$ cat src/gnq_pkg.sv
// Shared types and constants of the uniform grid neighbor query core.
// Used by every module of the block; depends on nothing.
package gnq_pkg;

    localparam int COORD_W = 16;
    localparam int GROUP_W = 8;
    localparam int COL_W = 7;
    localparam int COLS_W = 8;
    localparam int EPOCH_W = 8;
    localparam int S_TDATA_W = 56;
    localparam int M_TDATA_W = 48;
    localparam int CMD_DEPTH = 2;

    localparam int DEF_MAX_COLUMNS = 32;
    localparam int DEF_CELL_CAPACITY = 8;
    localparam int DEF_MAX_GROUPS = 256;
    localparam int DEF_MAX_EMIT = 64;

    localparam logic [1:0] FUNC_INSERT = 2'd0;
    localparam logic [1:0] FUNC_QUERY = 2'd1;
    localparam logic [1:0] FUNC_CLEAR = 2'd2;

    localparam logic [1:0] KIND_ACK = 2'd0;
    localparam logic [1:0] KIND_POINT = 2'd1;
    localparam logic [1:0] KIND_EMPTY = 2'd2;

    localparam logic [1:0] ST_OK = 2'd0;
    localparam logic [1:0] ST_FULL = 2'd1;
    localparam logic [1:0] ST_OUTSIDE = 2'd2;
    localparam logic [1:0] ST_TRUNC = 2'd3;

    localparam logic [1:0] CFG_CELL_SIZE = 2'd0;
    localparam logic [1:0] CFG_GRID_COLUMNS = 2'd1;
    localparam logic [1:0] CFG_DOMAIN_EXTENT = 2'd2;
    localparam logic [1:0] CFG_SEARCH_RADIUS = 2'd3;

    typedef enum logic [1:0] {
        OP_INSERT,
        OP_QUERY,
        OP_CLEAR,
        OP_REJECT
    } op_t;

    typedef struct packed {
        logic [15:0] cell_size;
        logic [5:0]  grid_columns;
        logic [15:0] domain_extent;
        logic [2:0]  search_radius;
    } cfg_t;

    // One classified operation handed from the front to the back.
    typedef struct packed {
        op_t                  op;
        logic [COL_W-1:0]     x0;
        logic [COL_W-1:0]     x1;
        logic [COL_W-1:0]     y0;
        logic [COL_W-1:0]     y1;
        logic [COORD_W-1:0]   cx;
        logic [COORD_W-1:0]   cy;
        logic [GROUP_W-1:0]   grp;
        logic                 excl_en;
        logic [GROUP_W-1:0]   excl;
    } cmd_t;

endpackage

$ cat src/gnq_cmd_fifo.sv
// Two-entry command queue between the front end and the back end.
// Depends on gnq_pkg for the command type.
module gnq_cmd_fifo (
    input  logic           clk,
    input  logic           rstn,
    input  logic           push_valid,
    output logic           push_ready,
    input  gnq_pkg::cmd_t  push_cmd,
    output logic           pop_valid,
    input  logic           pop,
    output gnq_pkg::cmd_t  pop_cmd
);
    localparam int D = gnq_pkg::CMD_DEPTH;
    localparam int PW = $clog2(D);

    gnq_pkg::cmd_t  entry_reg [D];
    logic [PW-1:0]  wptr_reg;
    logic [PW-1:0]  rptr_reg;
    logic [PW:0]    count_reg;
    logic           do_push;
    logic           do_pop;

    assign push_ready = (count_reg != (PW+1)'(D));
    assign pop_valid = (count_reg != '0);
    assign do_push = push_valid && push_ready;
    assign do_pop = pop && pop_valid;
    assign pop_cmd = entry_reg[rptr_reg];

    always_ff @(posedge clk) begin
        if (do_push) begin
            entry_reg[wptr_reg] <= push_cmd;
        end
        if (!rstn) begin
            wptr_reg <= '0;
            rptr_reg <= '0;
            count_reg <= '0;
        end else begin
            if (do_push) wptr_reg <= wptr_reg + 1'b1;
            if (do_pop) rptr_reg <= rptr_reg + 1'b1;
            if (do_push && !do_pop) begin
                count_reg <= count_reg + 1'b1;
            end else if (do_pop && !do_push) begin
                count_reg <= count_reg - 1'b1;
            end
        end
    end
endmodule

$ cat config.mk
export PLATFORM = sky130hd
export DESIGN_NAME = gnq_cmd_fifo
export DESIGN_NICKNAME = d
export VERILOG_FILES = /design/src/gnq_pkg.sv /design/src/gnq_cmd_fifo.sv
export SDC_FILE = /design/constraint.sdc
export NUM_CORES = 1
export LEC_CHECK = 0
export ABC_AREA = 1
export BUFFER_PORTS_ARGS = -buffer_cell sky130_fd_sc_hd__buf_2
export CAP_MARGIN = 40
export CORE_MARGIN = 5
export CORE_UTILIZATION = 47
export CTS_BUF_LIST = sky130_fd_sc_hd__clkbuf_16
export DETAILED_ROUTE_END_ITERATION = 7
export GPL_TIMING_DRIVEN = 0
export MAX_ROUTING_LAYER = met4
export PLACE_DENSITY = 0.81
export SKIP_LAST_GASP = 1
export SYNTH_ARGS = -nofsm -noshare
export SYNTH_HDL_FRONTEND = slang
export SYNTH_SLANG_ARGS = --single-unit
$ cat constraint.sdc
create_clock -name clk -period 4.55 [get_ports clk]
set_input_delay 0.2275 -clock clk [delete_from_list [all_inputs] [get_ports clk]]
set_output_delay 0.2275 -clock clk [all_outputs]
set_load 0.02 [all_outputs]
Yosys cells after proc, flatten, opt, wreduce, memory -nomap -nowiden
Memory sizes are Yosys's and may differ from the RTL's. A register that Yosys moved wholly into a read port is not among the register bits.
Cells that the tools add are included.
- word-level logic and storage cells: 23
- bits in read-only memories: 0
- bits in latches: 0
- RAM bits: 158
- output and inout port bits: 81
- memories kept: 1
- register bits after elaboration: 4
- input bits: 83
- add/sub/neg operators: 4
- eq/ne operators: 1
- div/mod/pow operators: 0
- bitwise operators: 0
- multipliers: 0
- multiplexer cells: 6
- order comparisons: 0
- reductions and logical operators: 8
- shift-type cells: 0
- memories (memory ; words ; width ; read ports ; clocked after Yosys merged registers in ; write ports ; line ; RTL):
    entry_reg ; 2 ; 79 ; 1 ; 1 ; 1 ; gnq_cmd_fifo.sv:16 ; gnq_pkg::cmd_t entry_reg [D];
- operator list (operator ; count):
    $logic_and 1x1->1 ; 4
    $mux 1 ; 4
    $mux 2 ; 2
    $reduce_bool 2->1 ; 2
    $add 1x1->1 const B ; 2
    $add 2x1->2 const B ; 1
    $logic_not 1->1 ; 2
    $ne 2x2->1 const B ; 1
    $sub 2x1->2 const B ; 1

Longest topological paths before layout
- depth after elaboration: 6
- depth in mapped cells: 11
- mapped depth without buffers: 11

Worst setup path before layout
No wires, ideal clock.
- kind: reg-to-reg
- start: register count_reg[0]
- end: memory entry_reg[0][0] in the netlist's numbering (enable)
- library setup time: 0.517 ns
- period minus slack after synthesis: 4.539 ns
- required time: 4.033 ns
- slack: 0.011 ns
- path buffers: 0
- arrival time: 4.022 ns
- cell stages (with the launch flop): 5
- cells stage by stage: dfxtp_1 > inv_1 > nand2_1 > nand2_1 > nor2_1
- cells in the longest elaborated chain, start to end: 4
- ends and longest elaborated chain (item ; line ; RTL):
    start, declared ; gnq_cmd_fifo.sv:19 ; logic [PW:0] count_reg;
    start signal, assigned ; gnq_cmd_fifo.sv:41 ; count_reg <= count_reg + 1'b1;
    start signal, assigned ; gnq_cmd_fifo.sv:43 ; count_reg <= count_reg - 1'b1;
    $ne 2x2->1 ; gnq_cmd_fifo.sv:23 ; assign push_ready = (count_reg != (PW+1)'(D));
    net push_ready ; gnq_cmd_fifo.sv:7 ; output logic push_ready,
    $logic_and 1x1->1 ; gnq_cmd_fifo.sv:25 ; assign do_push = push_valid && push_ready;
    $mux 1 ; gnq_cmd_fifo.sv:30 ; if (do_push) begin
    $mux 1 (implied by the code) ; gnq_cmd_fifo.sv:31 ; entry_reg[wptr_reg] <= push_cmd;
    end, declared ; gnq_cmd_fifo.sv:16 ;
The timed path passes the listed nets, and every way through them passes these cells.

==> impl_metrics.yaml <==
cells_and_area:
  nets: 632
  num-fill-cells: 837
  areaGrowthSynthToFinish_pct: 43.1
  drive_gt1_frac: 0.508
  largest_reg_flops: 158
  num_antenna_cells: 0
  stdcell_count: 733
critical_path:
  r2r_slack_ps: 2780
  start_kind: "flip-flop"
  crit_path_end: "pop_cmd[54]"
  regToRegStartpoint: "count_reg[0]"
  r2r_cells: 6
  critPathCaptureType: "output port"
  rr_endpoint: "entry_reg[1][21]"
  crit_type: "flip-flop to output port"
  required_ps: 4320
  crit_arrival_ps: 1720
  worst-path-max-fanout: 10
global_routing:
  grt_pass1_vias: 3795
  grt_antenna_before_repair: 0
  grt_max_degree: 30
  grt_overflow: 0
  grt_util_all_layers: 0.170
  grt_first_pass_wirelength_um: 18600
min_path:
  hold_class: "input pin to flip-flop"
yosys:
  synth.most_common_cell: "edfxtp_1"
  async_flop_share: 0
  synth.area.top_cells: "edfxtp_1, mux2_2, mux2_4"
  synth_seq_cells: 163
  syn_avg_cell_area_um2: 21.1
  syn_inst: 283
  synth_warnings: 0
  synth_top_cell_area_share: 0.794
  synth_nets: 367
  synth_seq_area_share: 0.811
  synth_top_area_cell: "edfxtp_1"
  synth_common_cells: "edfxtp_1, mux2_2, mux2_4"
  synth_edf_count: 158
  syn-cell-area_um2: 5980
  ys.flop_type: "edfxtp_1"
  yosys.cell_types.count: 15
sta:
  holdWs_ps: 16.8
  hold_violations: 0
  slew_violations: 0
  setup_viol: 0
  worst_pin_slew_ps: 302
  setup_ws_ps: 2600
  fin_crit_sh: 0.428
  rsz0062_at_grt: "no"
  slew_headroom: 0.798
  period_needed_ps: 1950
  fin_worst_skew_ps: 8.81
  fmax_ghz: 0.513
outcome:
  status: "finished, final reports clean"
routing:
  finalWirelength_um: 12200
  drtPass1Iterations: 6
  vias_per_cell: 4.78
  wire_per_inst_um: 16.6
  drcViolationCount: 0
  drtAntennaViolNets: 0
  drtIter0Drc: 245
  dr_total_vias: 3501
placed_design:
  numPortBuffers: 163
  dp_hpwl_um: 7920
  placedCellCount: 624
  pre_cts_ws_ps: 2790
  place.gp.congestion: 0.745
floorplan:
  dieWidth_um: 123
  rows: 41
  core_um2: 12500
  die_area_um2: 15100
  initial_core_util: 0.477
  io_pins: 164
  die_h_um: 123
clocking:
  clock-sinks: 163
  htreeDepth: 4
  clock-root-buffer: "clkbuf_16"
  clk_pin_slew_ps: 60
  cts_tree: "built"
  cts_made_buffers: 17
  clk_path_buf_depth: 2
  clock_latency_ps: 420
run:
  drv_cap: 0
pwr:
  p_leak_nw: 3.30
  power.total_mw: 4.66
  ir_worst_vdd_v: 0.000347
  power_density_nw_per_um2: 545
per-layer routing:
layer  wire length (µm)  part of all wire  GRT usage  vias up
met4                231             0.019     0.0749        0
met3                750             0.062     0.0488       23
met1               4670              0.38      0.182     1714
li1                   -                 -          -     1636
met2               6500              0.54      0.294      128
met5                  0                 0          -        -
layout make-up:
class,instances,area [µm²],area share
Sequential cell,163,4840,0.566
Inverter,8,30.0,0.00351
Timing Repair Buffer,246,1720,0.201
Tap cell,172,215,0.0252
Multi-Input combinational cell,103,1050,0.123
Buffer,9,63.8,0.00746
Clock buffer,17,425,0.0497
Clock inverter,15,200,0.0234
how the worst min path moves through the flow:
stage,end,slack (ps),cells past startpoint,startpoint
2_1_floorplan,entry_reg[0][0],330,0,push_cmd[0]
3_3_place_gp,entry_reg[0][35],420,1,push_cmd[35]
3_5_place_dp,entry_reg[1][60],420,1,push_cmd[60]
4_1_cts,entry_reg[1][39],0.2,1,push_cmd[39]
5_1_grt,entry_reg[0][44],0.02,1,push_cmd[44]
6_report,entry_reg[0][44],20,1,push_cmd[44]
cells by family after synthesis:
logic type               after synthesis  share of synthesized area
multiplexers                          79                      0.155
buffers and inverters                 17                     0.0157
flip-flops                           163                      0.811
AO/OA/AOI/OAI                          4                    0.00377
AND/OR/NAND/NOR                       19                     0.0126
adder cells (fa/ha/maj)                1                    0.00209
report_power, final:
group	switching, mW	leakage, nW	internal (mW)
clock	0.534	0.305	0.960
combinational	0.698	1.48	0.518
sequential	0.0522	1.51	1.90
per-stage QoR:
step	utilization	cell area [µm²]	TNS (ps)
floorplan	-	5980	0
global placement	0.560	7010	-252640
detailed placement	0.572	7160	0
CTS	0.679	8490	0
global route	0.683	8550	0
finish	0.683	8550	0
critical path, stage by stage, from the launching register on:
cell,delay (ps)
dfxtp_1,320
buf_6,140
buf_6,170
buf_6,200
mux2_4,320
buf_2,160
layout by cell type (no fill, tap or decap), types with 2 or more instances in the layout:
| cell type | instances |
|---|---|
| buf_12 | 4 |
| buf_16 | 2 |
| buf_2 | 169 |
| buf_6 | 3 |
| bufinv_16 | 5 |
| clkbuf_16 | 17 |
| clkinv_1 | 3 |
| clkinvlp_4 | 3 |
| dfxtp_1 | 5 |
| dlygate4sd3_1 | 77 |
| edfxtp_1 | 158 |
| inv_1 | 11 |
| mux2_2 | 69 |
| mux2_4 | 10 |
| nand2_1 | 9 |
| nor2_1 | 6 |
| nor2_4 | 2 |
| o21ai_0 | 2 |
timing repair:
action,4_1_cts,5_1_grt
hold buffers,71,6
hold endpoints to repair,140,12
setup buffers,0,0
endpoints found under the setup margin,0,0
gates resized for setup,0,0
No activity file was read; power rests on OpenSTA's default activity.
