`config.mk`:
```
export PLATFORM = sky130hd
export DESIGN_NAME = gnq_front
export DESIGN_NICKNAME = d
export VERILOG_FILES = /design/src/gnq_pkg.sv /design/src/gnq_div.sv /design/src/gnq_front.sv
export SDC_FILE = /design/constraint.sdc
export NUM_CORES = 1
export LEC_CHECK = 0
export BUFFER_PORTS_ARGS = -buffer_cell sky130_fd_sc_hd__clkbuf_2
export CORE_UTILIZATION = 35
export CTS_CLUSTER_SIZE = 30
export DETAILED_ROUTE_END_ITERATION = 6
export SYNTH_ARGS = -nofsm -noshare
export SYNTH_HDL_FRONTEND = slang
export SYNTH_SLANG_ARGS = --single-unit
```
`constraint.sdc`:
```
create_clock -name clk -period 4.1 [get_ports clk]
set_input_delay 0.615 -clock clk [delete_from_list [all_inputs] [get_ports clk]]
set_output_delay 0.615 -clock clk [all_outputs]
set_load 0.05 [all_outputs]
```
`src/gnq_pkg.sv`:
```
// Shared types and constants of the uniform grid neighbor query core.
// Used by every module of the block; depends on nothing.
package gnq_pkg;

    localparam int COORD_W = 16;
    localparam int GROUP_W = 8;
    localparam int COL_W = 7;
    localparam int COLS_W = 8;
    localparam int EPOCH_W = 8;
    localparam int S_TDATA_W = 56;
    localparam int M_TDATA_W = 48;
    localparam int CMD_DEPTH = 2;

    localparam int DEF_MAX_COLUMNS = 32;
    localparam int DEF_CELL_CAPACITY = 8;
    localparam int DEF_MAX_GROUPS = 256;
    localparam int DEF_MAX_EMIT = 64;

    localparam logic [1:0] FUNC_INSERT = 2'd0;
    localparam logic [1:0] FUNC_QUERY = 2'd1;
    localparam logic [1:0] FUNC_CLEAR = 2'd2;

    localparam logic [1:0] KIND_ACK = 2'd0;
    localparam logic [1:0] KIND_POINT = 2'd1;
    localparam logic [1:0] KIND_EMPTY = 2'd2;

    localparam logic [1:0] ST_OK = 2'd0;
    localparam logic [1:0] ST_FULL = 2'd1;
    localparam logic [1:0] ST_OUTSIDE = 2'd2;
    localparam logic [1:0] ST_TRUNC = 2'd3;

    localparam logic [1:0] CFG_CELL_SIZE = 2'd0;
    localparam logic [1:0] CFG_GRID_COLUMNS = 2'd1;
    localparam logic [1:0] CFG_DOMAIN_EXTENT = 2'd2;
    localparam logic [1:0] CFG_SEARCH_RADIUS = 2'd3;

    typedef enum logic [1:0] {
        OP_INSERT,
        OP_QUERY,
        OP_CLEAR,
        OP_REJECT
    } op_t;

    typedef struct packed {
        logic [15:0] cell_size;
        logic [5:0]  grid_columns;
        logic [15:0] domain_extent;
        logic [2:0]  search_radius;
    } cfg_t;

    // One classified operation handed from the front to the back.
    typedef struct packed {
        op_t                  op;
        logic [COL_W-1:0]     x0;
        logic [COL_W-1:0]     x1;
        logic [COL_W-1:0]     y0;
        logic [COL_W-1:0]     y1;
        logic [COORD_W-1:0]   cx;
        logic [COORD_W-1:0]   cy;
        logic [GROUP_W-1:0]   grp;
        logic                 excl_en;
        logic [GROUP_W-1:0]   excl;
    } cmd_t;

endpackage

```
`src/gnq_div.sv`:
```
// Restoring divider, one quotient bit per cycle, for cell position lookup.
// Depends on gnq_pkg for the coordinate width.
module gnq_div (
    input  logic                         clk,
    input  logic                         rstn,
    input  logic                         start,
    input  logic [gnq_pkg::COORD_W-1:0]  dividend,
    input  logic [gnq_pkg::COORD_W-1:0]  divisor,
    output logic                         done,
    output logic [gnq_pkg::COORD_W-1:0]  quotient
);
    localparam int W = gnq_pkg::COORD_W;
    localparam int CW = $clog2(W);

    logic [W-1:0]  rem_reg;
    logic [W-1:0]  quo_reg;
    logic [W-1:0]  dvs_reg;
    logic [CW-1:0] cnt_reg;
    logic          busy_reg;
    logic          done_reg;
    logic [W:0]    shifted;
    logic [W:0]    trial;

    assign shifted = {rem_reg, quo_reg[W-1]};
    assign trial = shifted - {1'b0, dvs_reg};

    always_ff @(posedge clk) begin
        if (!rstn) begin
            busy_reg <= 1'b0;
            done_reg <= 1'b0;
        end else begin
            done_reg <= !start && busy_reg && (cnt_reg == CW'(W - 1));
            if (start) begin
                rem_reg <= '0;
                quo_reg <= dividend;
                dvs_reg <= divisor;
                cnt_reg <= '0;
                busy_reg <= 1'b1;
            end else if (busy_reg) begin
                rem_reg <= trial[W] ? shifted[W-1:0] : trial[W-1:0];
                quo_reg <= {quo_reg[W-2:0], ~trial[W]};
                cnt_reg <= cnt_reg + 1'b1;
                if (cnt_reg == CW'(W - 1)) begin
                    busy_reg <= 1'b0;
                end
            end
        end
    end

    assign done = done_reg;
    assign quotient = quo_reg;
endmodule

```
`src/gnq_front.sv`:
```
// Front end: accepts input words, finds cell positions and query bounds,
// and hands classified commands on. Depends on gnq_pkg and gnq_div.
module gnq_front #(
    parameter int MAX_COLUMNS = gnq_pkg::DEF_MAX_COLUMNS
) (
    input  logic                           clk,
    input  logic                           rstn,
    input  gnq_pkg::cfg_t                  cfg,
    input  logic                           s_tvalid,
    output logic                           s_tready,
    input  logic [gnq_pkg::S_TDATA_W-1:0]  s_tdata,
    input  logic [1:0]                     s_tuser,
    output logic                           push_valid,
    input  logic                           push_ready,
    output gnq_pkg::cmd_t                  push_cmd
);
    localparam int CLS = gnq_pkg::COLS_W;
    localparam int COL = gnq_pkg::COL_W;
    localparam int CRD = gnq_pkg::COORD_W;

    typedef enum logic [1:0] {F_IDLE, F_DIVX, F_DIVY, F_PUSH} fstate_t;

    fstate_t          state_reg;
    gnq_pkg::op_t     op_reg;
    logic [CRD-1:0]   cx_reg;
    logic [CRD-1:0]   cy_reg;
    logic [7:0]       grp_reg;
    logic             excl_en_reg;
    logic [7:0]       excl_reg;
    logic [COL-1:0]   px_reg;
    logic [COL-1:0]   py_reg;

    logic             accept;
    logic [1:0]       func;
    logic [CRD-1:0]   in_x;
    logic [CRD-1:0]   in_y;
    logic             outside;
    logic             div_start;
    logic             div_done;
    logic [CRD-1:0]   div_q;
    logic [CRD-1:0]   div_a;
    logic [CRD-1:0]   divisor;
    logic [CLS-1:0]   cols;
    logic [COL-1:0]   pos_clamped;
    logic [CLS-1:0]   rad;
    logic [CLS-1:0]   sum_x;
    logic [CLS-1:0]   sum_y;
    logic [COL-1:0]   xb, xe, yb, ye;

    assign func = s_tuser;
    assign in_x = s_tdata[15:0];
    assign in_y = s_tdata[31:16];
    assign accept = s_tvalid && s_tready;
    assign s_tready = (state_reg == F_IDLE);
    assign outside = (in_x > cfg.domain_extent) || (in_y > cfg.domain_extent);

    assign divisor = (cfg.cell_size == '0) ? CRD'(1) : cfg.cell_size;
    always_comb begin
        if (cfg.grid_columns == '0) begin
            cols = CLS'(1);
        end else if (CLS'(cfg.grid_columns) > CLS'(MAX_COLUMNS)) begin
            cols = CLS'(MAX_COLUMNS);
        end else begin
            cols = CLS'(cfg.grid_columns);
        end
    end
    assign pos_clamped = (div_q >= CRD'(cols)) ? COL'(cols - 1'b1) : COL'(div_q);

    assign div_start = (accept && (func == gnq_pkg::FUNC_INSERT ||
                        (func == gnq_pkg::FUNC_QUERY && !outside))) ||
                       (state_reg == F_DIVX && div_done);
    assign div_a = (state_reg == F_IDLE) ? in_x : cy_reg;

    gnq_div u_div (
        .clk      (clk),
        .rstn     (rstn),
        .start    (div_start),
        .dividend (div_a),
        .divisor  (divisor),
        .done     (div_done),
        .quotient (div_q)
    );

    // Neighborhood bounds, clamped to the grid on both ends.
    assign rad = CLS'(cfg.search_radius);
    assign sum_x = CLS'(px_reg) + rad;
    assign sum_y = CLS'(py_reg) + rad;
    assign xb = (CLS'(px_reg) > rad) ? COL'(CLS'(px_reg) - rad) : '0;
    assign yb = (CLS'(py_reg) > rad) ? COL'(CLS'(py_reg) - rad) : '0;
    assign xe = (sum_x >= cols) ? COL'(cols - 1'b1) : COL'(sum_x);
    assign ye = (sum_y >= cols) ? COL'(cols - 1'b1) : COL'(sum_y);

    always_comb begin
        push_cmd.op = op_reg;
        push_cmd.x0 = (op_reg == gnq_pkg::OP_INSERT) ? px_reg : xb;
        push_cmd.y0 = (op_reg == gnq_pkg::OP_INSERT) ? py_reg : yb;
        push_cmd.x1 = xe;
        push_cmd.y1 = ye;
        push_cmd.cx = cx_reg;
        push_cmd.cy = cy_reg;
        push_cmd.grp = grp_reg;
        push_cmd.excl_en = excl_en_reg;
        push_cmd.excl = excl_reg;
    end
    assign push_valid = (state_reg == F_PUSH);

    always_ff @(posedge clk) begin
        if (!rstn) begin
            state_reg <= F_IDLE;
        end else begin
            case (state_reg)
                F_IDLE: begin
                    if (accept) begin
                        cx_reg <= in_x;
                        cy_reg <= in_y;
                        grp_reg <= s_tdata[39:32];
                        excl_en_reg <= s_tdata[40];
                        excl_reg <= s_tdata[48:41];
                        case (func)
                            gnq_pkg::FUNC_INSERT: begin
                                op_reg <= gnq_pkg::OP_INSERT;
                                state_reg <= F_DIVX;
                            end
                            gnq_pkg::FUNC_QUERY: begin
                                op_reg <= outside ? gnq_pkg::OP_REJECT : gnq_pkg::OP_QUERY;
                                state_reg <= outside ? F_PUSH : F_DIVX;
                            end
                            gnq_pkg::FUNC_CLEAR: begin
                                op_reg <= gnq_pkg::OP_CLEAR;
                                state_reg <= F_PUSH;
                            end
                            default: state_reg <= F_IDLE;
                        endcase
                    end
                end
                F_DIVX: begin
                    if (div_done) begin
                        px_reg <= pos_clamped;
                        state_reg <= F_DIVY;
                    end
                end
                F_DIVY: begin
                    if (div_done) begin
                        py_reg <= pos_clamped;
                        state_reg <= F_PUSH;
                    end
                end
                F_PUSH: begin
                    if (push_ready) begin
                        state_reg <= F_IDLE;
                    end
                end
                default: state_reg <= F_IDLE;
            endcase
        end
    end
endmodule

```
# Yosys cells after proc, flatten, opt, wreduce, memory -nomap -nowiden
# Cells that the tools add are included.
# totals
reg_bits	121
in_bits	103
output_inout_bits	81
elab_cells	92
# classes
addsub	7
order_cmp	8
eq_ne	10
mux	26
n_bitwise	1
n_reduce_logical	25
# ops
operator	count
16-bit two-way mux	5
7-bit two-way mux	7
16-bit > comparator	2
17-bit by 16-bit subtractor with 17-bit output	1
7-bit by 3-bit adder with 8-bit output	2
16-bit by 8-bit >= comparator with 1-bit output	1
8-bit >= comparator	2
16-bit logical NOT	1
7-bit by 3-bit > comparator with 1-bit output	2
7-bit by 3-bit subtractor with 7-bit output	2
6-bit two-way mux	2
2-bit case mux with 3 select lines	2
2-bit two-way mux	5
3-bit AND reduction	3
2-bit by 1-bit != test with 1-bit output (second input constant)	4
2-bit case mux with 4 select lines	1
4-bit AND reduction	2
7-bit by 1-bit subtractor with 7-bit output (second input constant)	1
2-bit equality test (second input constant)	3
6-bit > comparator (second input constant)	1
1-bit logical AND	6
2-bit logical NOT	3
6-bit logical NOT	1
4-bit by 1-bit adder with 4-bit output (second input constant)	1
10 further kinds	17

# Depth between registers and ports, before layout
# Gate-level depths: netlist (run 1).
# depth
word_depth	10
ltp_mapped	14

# By module
# A second synthesis (run 1) with hierarchy kept.
# unflattened
hier_cells	717
area_unflattened_um2	7945.1
# modules_own_cells
module	n_inst	cells_each	area_per_inst_um2	seq_area_each_um2
gnq_front	1	455	4867.2	1991.9
gnq_div	1	262	3078.0	1601.5

# Least setup slack after synthesis (run 1)
# No wires, ideal clock.
# synth_timing
path_type	input to output
start	input cfg[0] (netlist name)
end	output push_cmd[49] (netlist name)
arrival_ns	3.602
path_slack_ns	-0.117
cell_stages	10
path_buffers	0
path_cell_list	ha_1 fa_1 nor2b_1 o21ai_0 xor2_1 inv_1 ha_1 a21o_1 a211oi_2 mux2i_1
# synth_rtl
item	line	source
start, declared	gnq_front.sv:8	input gnq_pkg::cfg_t cfg,
end, declared	gnq_front.sv:15	output gnq_pkg::cmd_t push_cmd

==> impl_metrics.py, run 1 <==
metrics = {
    "outcome": {
        "status": "finished, final reports clean",
    },
    "logic_synthesis": {
        "seq_area_frac_synth_pct": 46.2,
        "yosys-top-cells-area": "edfxtp_1 (45%), ha_1 (14%), mux2i_1 (4.6%), inv_1 (3.5%), a21oi_1 (3.2%)",
        "synth.most_common_cell": "edfxtp_1",
        "netlist_top_cells_count": "edfxtp_1 (117), ha_1 (86), inv_1 (72)",
        "synth_edf_count": 117,
        "yosysUniqueCellTypes": 72,
        "syn_inst": 720,
        "synth_flop_cell": "edfxtp_1",
        "synth_area_um2": 7770,
        "async_reset_ff_share_pct": 0,
        "synth_top_area_share_pct": 45.2,
        "yosys_register_bits": 121,
        "synth_nets": 914,
        "synth.yosys.warnings": 0,
        "synth_top_area_cell": "edfxtp_1",
        "synth.avg_cell_area_um2": 10.8,
    },
    "cells_and_area": {
        "ff_latch_area_um2": 3590,
        "area_growth_pct": 27.5,
        "diodes": 0,
        "fillerInstances": 2114,
        "finalNonFillerCells": 1199,
        "final_util_pct": 45.4,
        "layout.nets": 1100,
        "multiInputGateArea_um2": 3880,
        "drive_above_1_share_pct": 29.9,
    },
    "clock_tree": {
        "postCtsHoldBufs": 0,
        "clock_latency_ps": 420,
        "clockRootBuffer": "clkbuf_16",
        "cts_tree": "yes",
        "h-tree-depth": 4,
        "cts.sinks": 121,
        "cts_buffers": 17,
        "clkSlewWorstSetupHoldPaths_ps": 60,
        "cts_buffer_depth": 2,
    },
    "sta": {
        "finalCritPeriodShare_pct": 96.9,
        "tightest_slew_ps": 926,
        "slew_headroom_pct": 38.3,
        "hold_viol": 0,
        "holdWs_ps": 367,
        "slew_viol_final": 0,
        "period_needed_ps": 3970,
        "timing.fmax_ghz": 0.252,
        "setup_viol": 0,
        "clock_skew_ps": 8.15,
    },
    "worst_hold_path": {
        "hp-start": "s_tdata[32]",
        "min_to": "grp_reg[0]",
        "hp-class": "in -> reg",
        "hold_depth": 1,
    },
    "pwr": {
        "internal_power_mw": 2.90,
        "max-vdd-ir-drop_mv": 0.290,
        "p_leak_nw": 4.39,
        "switching_share_pct": 33.7,
        "seqPwrFrac_pct": 36.3,
        "powerDensity_nw_per_um2": 441,
        "clkPwrFrac_pct": 32.9,
        "net-switching-power_mw": 1.47,
        "comb_power_share_pct": 30.8,
    },
    "drt": {
        "drt_wl_total_um": 18200,
        "viasPerCell": 4.93,
        "drtIter0Drc": 242,
        "remaining_drc_errors": 0,
        "vias": 5907,
        "drtAntennaViolNets": 0,
        "wire_per_inst_um": 15.2,
        "dr.pass1.iters": 4,
    },
    "critical_path": {
        "critPathKind": "reg -> out",
        "cp-end-kind": "output port",
        "reg2reg_slack_ps": 780,
        "arrival_ps": 3360,
        "worst-r2r-cell-count": 12,
        "rr_startpoint": "u_div.quotient[15]",
        "crit_fanout": 6,
        "critPathLaunchType": "flip-flop",
        "required_ps": 3480,
        "r2r_end": "u_div.rem_reg[4]",
    },
    "place": {
        "gp_routability_congestion": 0.821,
        "post-dp-hpwl_um": 14200,
        "place_inst": 1157,
        "portBuffers": 176,
    },
    "global_route": {
        "grt_overflow": 0,
        "grt_max_degree": 42,
        "track_usage_pct": 16.2,
        "antenna_found_initial": 0,
        "grt_pass1_wl_um": 28400,
        "grt_pass1_vias": 5723,
    },
    "die": {
        "die_w_um": 151,
        "fp.dieArea_um2": 22800,
        "start_util_pct": 35.6,
        "die_y_um": 151,
        "fp-row-count": 54,
        "io_pins": 184,
        "core_area_um2": 21800,
    },
    "job": {
        "maxCapViolations": 0,
    },
}
power groups by stage:
stage / clock, mW / combinational, mW / sequential [mW]
2_1_floorplan: 0 / 0.787 / 1.80
3_3_place_gp: 0 / 1.32 / 1.61
3_5_place_dp: 0 / 1.33 / 1.61
4_1_cts: 1.47 / 1.35 / 1.59
5_1_grt: 1.52 / 1.47 / 1.60
6_report: 1.44 / 1.34 / 1.59
routing by layer:
layer	vias to the layer above	wire [µm]	track usage [%]	share of wire [%]
met2	134	8720	27.0	48
met5	-	0	0	0
met3	13	901	4.10	5.0
met4	0	177	4.55	0.97
li1	2990	-	-	-
met1	2770	8380	20.6	46
cells by family after synthesis:
logic type | synth area share, %
AO/OA/AOI/OAI | 11.8
XOR/XNOR | 3.04
adder cells (fa/ha/maj) | 15.4
buffers and inverters | 5.63
flip-flops | 46.2
multiplexers | 4.97
AND/OR/NAND/NOR | 12.9
layout by cell type (no fill, tap or decap), types with 14 or more instances in the layout:
cell type / instances
a21o_1: 16
mux2i_1: 30
o21ai_0: 21
buf_4: 24
ha_1: 83
nor2_1: 63
xnor2_1: 20
a21oi_1: 43
clkbuf_2: 163
inv_1: 72
nand2_1: 30
nor3_1: 14
clkbuf_16: 17
edfxtp_1: 117
final cells by class:
class / instances / share of cell area (%)
multi-input cells: 492 / 39.2
flip-flops and latches: 121 / 36.3
repair buffers: 202 / 12.6
clock buffers: 19 / 4.37
well taps: 280 / 3.54
inverters: 72 / 2.73
clock inverters: 13 / 1.30
worst max path at each step:
stage / from / endpoint / slack [ps] / depth (start not counted)
3_5_place_dp: cfg[1] / push_cmd[51] / 9 / 17
2_1_floorplan: cfg[0] / push_cmd[49] / -120 / 10
3_3_place_gp: cfg[1] / push_cmd[52] / 80 / 17
5_1_grt: py_reg[1] / push_cmd[51] / -30 / 15
6_report: px_reg[0] / push_cmd[65] / 130 / 12
4_1_cts: py_reg[0] / push_cmd[49] / 7 / 12
critical path: stages, from the launching register on:
cell and delay [ps]:
edfxtp_1 420, ha_2 210, fa_1 490, ha_1 290, a21o_1 150, maj3_1 340, a21o_1 190, a21oi_2 150
o221ai_2 120, buf_4 190, nor2_1 130, a21oi_2 60, buf_12 180
metrics by stage:
stage	worst slack, ps	power (mW)	area [µm²]	TNS, ps
2_1_floorplan	-117	2.59	7790	-586
3_3_place_gp	83.4	2.93	9150	0
3_5_place_dp	9.26	2.94	9150	0
4_1_cts	6.99	4.40	9780	0
5_1_grt	-32.3	4.59	9910	-165
6_report	128	4.37	9910	0
what timing repair did:
item	CTS	global route
cloned	0	1
setup endpoints to repair	6	14
gates resized for setup	8	21
pin swaps	0	3
buffers inserted	3	6
Power figures use the tool's default switching activity.
==> inputs of run 2 (changes only) <==
--- a/constraint.sdc
+++ b/constraint.sdc
@@ -3,2 +3,2 @@
 set_output_delay 0.615 -clock clk [all_outputs]
-set_load 0.05 [all_outputs]
+set_load 0.02 [all_outputs]
==> impl_metrics.py, run 2 (synthesis gave the netlist of run 1 again) <==
metrics = {
    "pwr": {
        "max-vdd-ir-drop_mv": 0.253,
        "seqPwrFrac_pct": 37.3,
        "powerDensity_nw_per_um2": 441,
        "switching_share_pct": 29.8,
        "comb_power_share_pct": 25.6,
        "p_leak_nw": 4.31,
        "clkPwrFrac_pct": 37.1,
        "internal_power_mw": 2.98,
        "net-switching-power_mw": 1.27,
    },
    "sta": {
        "setup_tns_ps": 0,
        "slew_headroom_pct": 57.4,
        "tightest_slew_ps": 639,
        "timing.final.ws_setup_ps": 117,
        "rsz0062_at_grt": "false",
        "finalCritPeriodShare_pct": 97.1,
        "period_needed_ps": 3980,
        "setup_viol": 0,
        "clock_skew_ps": 11.5,
        "timing.fmax_ghz": 0.251,
        "slew_viol_final": 0,
        "holdWs_ps": 367,
        "hold_viol": 0,
    },
    "drt": {
        "dr.pass1.iters": 4,
        "remaining_drc_errors": 0,
        "drt_wl_total_um": 17500,
        "viasPerCell": 4.88,
        "drtAntennaViolNets": 0,
        "drtIter0Drc": 225,
        "vias": 5818,
        "wire_per_inst_um": 14.7,
    },
    "cells_and_area": {
        "final_common_cell": "clkbuf_2",
        "drive_above_1_share_pct": 27.7,
        "layout.nets": 1092,
        "finalNonFillerCells": 1191,
        "area_growth_pct": 24.1,
        "fillerInstances": 2104,
        "final_cell_mix": "clkbuf_2 (170), edfxtp_1 (117), ha_1 (85), inv_1 (72), nor2_1 (64)",
        "diodes": 0,
    },
    "die": {
        "die_w_um": 151,
        "die_y_um": 151,
        "start_util_pct": 35.6,
        "fp.dieArea_um2": 22800,
        "fp-row-count": 54,
        "core_area_um2": 21800,
        "io_pins": 184,
    },
    "global_route": {
        "grt_overflow": 0,
        "track_usage_pct": 15.8,
        "antenna_found_initial": 0,
        "grt_pass1_vias": 5643,
        "grt_pass1_wl_um": 27600,
        "grt_max_degree": 37,
    },
    "critical_path": {
        "startpoint": "px_reg[0]",
        "crit_fanout": 11,
        "worst-r2r-cell-count": 12,
        "critPathLaunchType": "flip-flop",
        "critPathKind": "reg -> out",
        "crit_chain": "ha_1, fa_1, ha_1, a21o_1, maj3_1, a21o_1, a21oi_1, o221ai_1, buf_4, a21oi_1, clkbuf_2",
        "arrival_ps": 3370,
        "reg2reg_slack_ps": 840,
        "rr_startpoint": "u_div.quotient[15]",
        "critPathBufInv": 2,
        "slowest_delay_ps": 540,
        "critPathTopFamily": "adder cells",
        "cp_slowest_cell": "fa_1",
        "cp-end-kind": "output port",
        "cp.depth": 11,
        "required_ps": 3480,
        "r2r_end": "u_div.rem_reg[9]",
    },
    "job": {
        "maxCapViolations": 0,
    },
    "clock_tree": {
        "clock_latency_ps": 420,
        "cts_buffers": 17,
        "postCtsHoldBufs": 0,
        "clockRootBuffer": "clkbuf_16",
        "h-tree-depth": 4,
        "clkSlewWorstSetupHoldPaths_ps": 60,
        "cts.sinks": 121,
        "cts_buffer_depth": 2,
        "cts_tree": "yes",
    },
    "worst_hold_path": {
        "min_to": "excl_reg[1]",
        "hp-class": "in -> reg",
        "hp-start": "s_tdata[42]",
        "hold_depth": 1,
    },
    "place": {
        "post-dp-hpwl_um": 13900,
        "place_inst": 1156,
        "dp_slack_ps": 163,
        "portBuffers": 176,
        "gp_routability_congestion": 0.813,
    },
    "outcome": {
        "status": "finished, final reports clean",
    },
}
[run 2: cell count changes in the layout (fill, tap and decap cells not counted), moves of 6 or more]
cell	delta
buf_4	-6
buf_12	-10
a21oi_1	+6
a21oi_2	-6
mux2i_4	-6
mux2i_1	+6
clkbuf_2	+7
[run 2: area by class of cell]
type	count	area, µm²	area share [%]
Tap cell	280	350	3.63
Clock buffer	17	425	4.41
Timing Repair Buffer	194	1030	10.7
Inverter	72	270	2.80
Sequential cell	121	3590	37.3
Clock inverter	15	199	2.06
Multi-Input combinational cell	492	3780	39.1
[run 2: power groups by stage]
| stage | Combinational (mW) | Clock (mW) | Sequential, mW |
|---|---|---|---|
| after floorplan | 0.714 | 0 | 1.68 |
| after global placement | 1.08 | 0 | 1.61 |
| after detailed placement | 1.10 | 0 | 1.61 |
| after CTS | 1.10 | 1.61 | 1.59 |
| after global routing | 1.22 | 1.65 | 1.60 |
| final | 1.09 | 1.58 | 1.58 |
[run 2: repair_timing]
item / in CTS / in global routing
gates resized for setup: 0 / 12
buffers inserted: 0 / 4
setup endpoints to repair: 0 / 11
[run 2: worst reg2reg max path, stage by stage, from the launching register on]
cell and delay, ps:
edfxtp_1 420, inv_1 60, ha_1 220, fa_1 440, nor2b_4 140, o31a_1 180
o21a_1 230, a211oi_2 110, or3_4 430, nand3_2 240, buf_4 250, mux2i_1 230
nor2_1 60
[run 2: through the flow]
step	instance area (µm²)	utilization (%)	total power [mW]
2_1_floorplan	7770	-	2.39
3_5_place_dp	8970	41.1	2.71
3_3_place_gp	8970	41.1	2.69
4_1_cts	9600	44.0	4.30
6_report	9650	44.2	4.25
5_1_grt	9650	44.2	4.46
[run 2: worst max-delay path by stage]
stage | to | slack, ps
5_1_grt | push_cmd[63] | 3
4_1_cts | push_cmd[53] | 20
3_3_place_gp | push_cmd[52] | 190
2_1_floorplan | push_cmd[49] | 330
6_report | push_cmd[64] | 120
3_5_place_dp | push_cmd[53] | 160
[run 2: layer usage]
metal,vias up,share of wire [%],GRT usage [%]
met5,-,0,0
met4,0,1.4,5.35
met3,16,5.8,3.67
met2,152,47,25.8
met1,2681,46,20.3
li1,2969,-,-
==> inputs of run 3 (changes only) <==
- ABC_AREA: default -> 1
==> impl_metrics.py, run 3 <==
metrics = {
    "cells_and_area": {
        "area_growth_pct": 24.0,
        "drive_above_1_share_pct": 22.6,
        "finalNonFillerCells": 1463,
        "layout.nets": 1331,
        "final_common_cell": "nand2_1",
        "ff_latch_area_um2": 3590,
        "final_cell_mix": "nand2_1 (272), clkbuf_2 (176), inv_1 (142), edfxtp_1 (117), ha_1 (83)",
        "fillerInstances": 2249,
        "diodes": 0,
        "final_util_pct": 44.5,
        "multiInputGateArea_um2": 3930,
    },
    "logic_synthesis": {
        "synth_top_area_share_pct": 43.0,
        "synth.yosys.warnings": 0,
        "yosys_register_bits": 121,
        "yosys-top-cells-area": "edfxtp_1 (43%), ha_1 (13%), nand2_1 (13%), inv_1 (6.6%), nor2_1 (3.5%)",
        "syn_inst": 959,
        "synth_flop_cell": "edfxtp_1",
        "synth_edf_count": 117,
        "seq_area_frac_synth_pct": 44.0,
        "synth_area_um2": 8170,
        "synth_nets": 1153,
        "yosysUniqueCellTypes": 43,
        "netlist_top_cells_count": "nand2_1 (273), inv_1 (143), edfxtp_1 (117)",
        "synth.most_common_cell": "nand2_1",
        "synth_top_area_cell": "edfxtp_1",
        "synth.avg_cell_area_um2": 8.52,
        "async_reset_ff_share_pct": 0,
    },
    "critical_path": {
        "worst-r2r-cell-count": 16,
        "crit_chain": "ha_4, inv_2, a21oi_2, nand2_1, nand2_1, nor2_1, xor2_1, inv_1, ha_1, a21o_1, nor3_2, nand2_1, buf_4, inv_1, nand2_1, nand2_1, clkbuf_2",
        "critPathBufInv": 5,
        "cp_slowest_cell": "edfxtp_1",
        "cp.depth": 17,
        "cp-end-kind": "output port",
        "reg2reg_slack_ps": 1550,
        "crit_top_cell": "nand2_1",
        "r2r_end": "u_div.rem_reg[3]",
        "crit_fanout": 7,
        "rr_startpoint": "u_div.quotient[15]",
        "arrival_ps": 3270,
        "endpoint": "push_cmd[64]",
        "startpoint": "px_reg[2]",
        "critPathTopFamily": "simple AND/OR/NAND/NOR gates",
        "critPathKind": "reg -> out",
        "required_ps": 3480,
        "critPathLaunchType": "flip-flop",
        "slowest_delay_ps": 480,
    },
    "drt": {
        "drt_wl_total_um": 19900,
        "drtAntennaViolNets": 0,
        "remaining_drc_errors": 0,
        "wire_per_inst_um": 13.6,
        "vias": 6773,
        "dr.pass1.iters": 5,
        "viasPerCell": 4.63,
        "drtIter0Drc": 370,
    },
    "sta": {
        "setup_viol": 0,
        "setup_tns_ps": 0,
        "slew_headroom_pct": 43.3,
        "slew_viol_final": 0,
        "clock_skew_ps": 8.47,
        "finalCritPeriodShare_pct": 94.8,
        "period_needed_ps": 3890,
        "hold_viol": 0,
        "timing.fmax_ghz": 0.257,
        "tightest_slew_ps": 848,
    },
    "clock_tree": {
        "h-tree-depth": 4,
        "cts_buffer_depth": 2,
        "postCtsHoldBufs": 0,
        "clkSlewWorstSetupHoldPaths_ps": 60,
        "cts_buffers": 17,
        "clockRootBuffer": "clkbuf_16",
        "clock_latency_ps": 420,
        "cts.sinks": 121,
        "cts_tree": "yes",
    },
    "pwr": {
        "internal_power_mw": 3.07,
        "max-vdd-ir-drop_mv": 0.296,
        "net-switching-power_mw": 1.41,
        "seqPwrFrac_pct": 35.3,
        "switching_share_pct": 31.5,
        "comb_power_share_pct": 25.5,
        "clkPwrFrac_pct": 39.2,
        "p_leak_nw": 5.10,
        "powerDensity_nw_per_um2": 442,
    },
    "die": {
        "fp.dieArea_um2": 24000,
        "core_area_um2": 22800,
        "die_y_um": 155,
        "die_w_um": 155,
        "io_pins": 184,
        "fp-row-count": 55,
        "start_util_pct": 35.9,
    },
    "place": {
        "place_inst": 1425,
        "portBuffers": 176,
        "post-dp-hpwl_um": 15700,
        "gp_routability_congestion": 0.868,
    },
    "worst_hold_path": {
        "hp-start": "s_tdata[42]",
        "hp-class": "in -> reg",
    },
    "global_route": {
        "grt_max_degree": 37,
        "grt_pass1_wl_um": 32400,
        "track_usage_pct": 17.4,
        "grt_pass1_vias": 6632,
        "grt_overflow": 0,
        "antenna_found_initial": 0,
    },
    "job": {
        "maxCapViolations": 0,
    },
    "outcome": {
        "status": "finished, final reports clean",
    },
}
[run 3: cell count changes after synthesis, sizes merged, moves of 9 or more]
cell | previous run | this run
nand4 | 14 | 5
nand2 | 30 | 295
xnor2 | 20 | 3
a21o | 16 | 7
mux2i | 36 | 0
xor2 | 7 | 25
nor2b | 14 | 0
nor2 | 67 | 78
nand3 | 11 | 50
inv | 72 | 144
[run 3: per-stage QoR]
stage	setup WS (ps)	area, µm²	power, mW	hold slack [ps]
detailed placement	163	9350	2.75	550
global placement	259	9350	2.74	541
finish	214	10100	4.48	361
floorplan	494	8170	2.43	506
CTS	90.7	10000	4.52	344
global route	-9.07	10100	4.73	342
[run 3: how the worst min path moves through the flow]
stage,to,slack (ps),cells after the start
after floorplan,state_reg[0],510,2
after global placement,u_div.busy_reg,540,4
after detailed placement,u_div.busy_reg,550,4
after CTS,excl_reg[4],340,1
after global routing,excl_reg[5],340,1
final,excl_reg[1],360,1
[run 3: timing repair]
item                       4_1_cts  5_1_grt
setup endpoints to repair        0       14
hold endpoints to repair         0        0
resized for setup                0       10
setup buffers                    0        6
[run 3: power groups by stage]
stage               clock (mW)  sequential [mW]  combinational (mW)
floorplan                    0             1.68               0.756
global placement             0             1.61                1.13
detailed placement           0             1.61                1.14
CTS                       1.79             1.59                1.15
global route              1.83             1.60                1.30
finish                    1.76             1.58                1.14
[run 3: layer usage]
layer	up-vias	GRT usage [%]	wire, µm
li1	3488	-	-
met1	3074	22.5	9250
met2	187	28.9	9330
met3	24	3.75	1020
met4	0	5.80	347
met5	-	0	0
[run 3: cell type report]
class	count	area share (%)
Inverter	144	5.34
Clock buffer	17	4.20
Tap cell	313	3.87
Multi-Input combinational cell	663	38.8
Timing Repair Buffer	190	9.73
Sequential cell	121	35.5
Clock inverter	15	2.57
[run 3: cells by family after synthesis]
group	Yosys count	synth area share, %
flip-flops	121	44.0
XOR/XNOR	28	3.00
adder cells (fa/ha/maj)	91	14.4
AO/OA/AOI/OAI	96	6.88
buffers and inverters	175	8.57
AND/OR/NAND/NOR	448	23.2
[run 3: worst register-to-register path, stage by stage (launching register included)]
cell,delay (ps)
edfxtp_1,390
inv_1,60
ha_1,220
fa_1,450
o21ai_2,220
nand2_2,70
nand2_2,100
nand2_2,70
nand2_4,90
nand2_4,70
nand2_4,70
nand2_2,60
nand2_4,230
nand2_1,100
nand2_1,90
inv_1,40
nor2_1,90
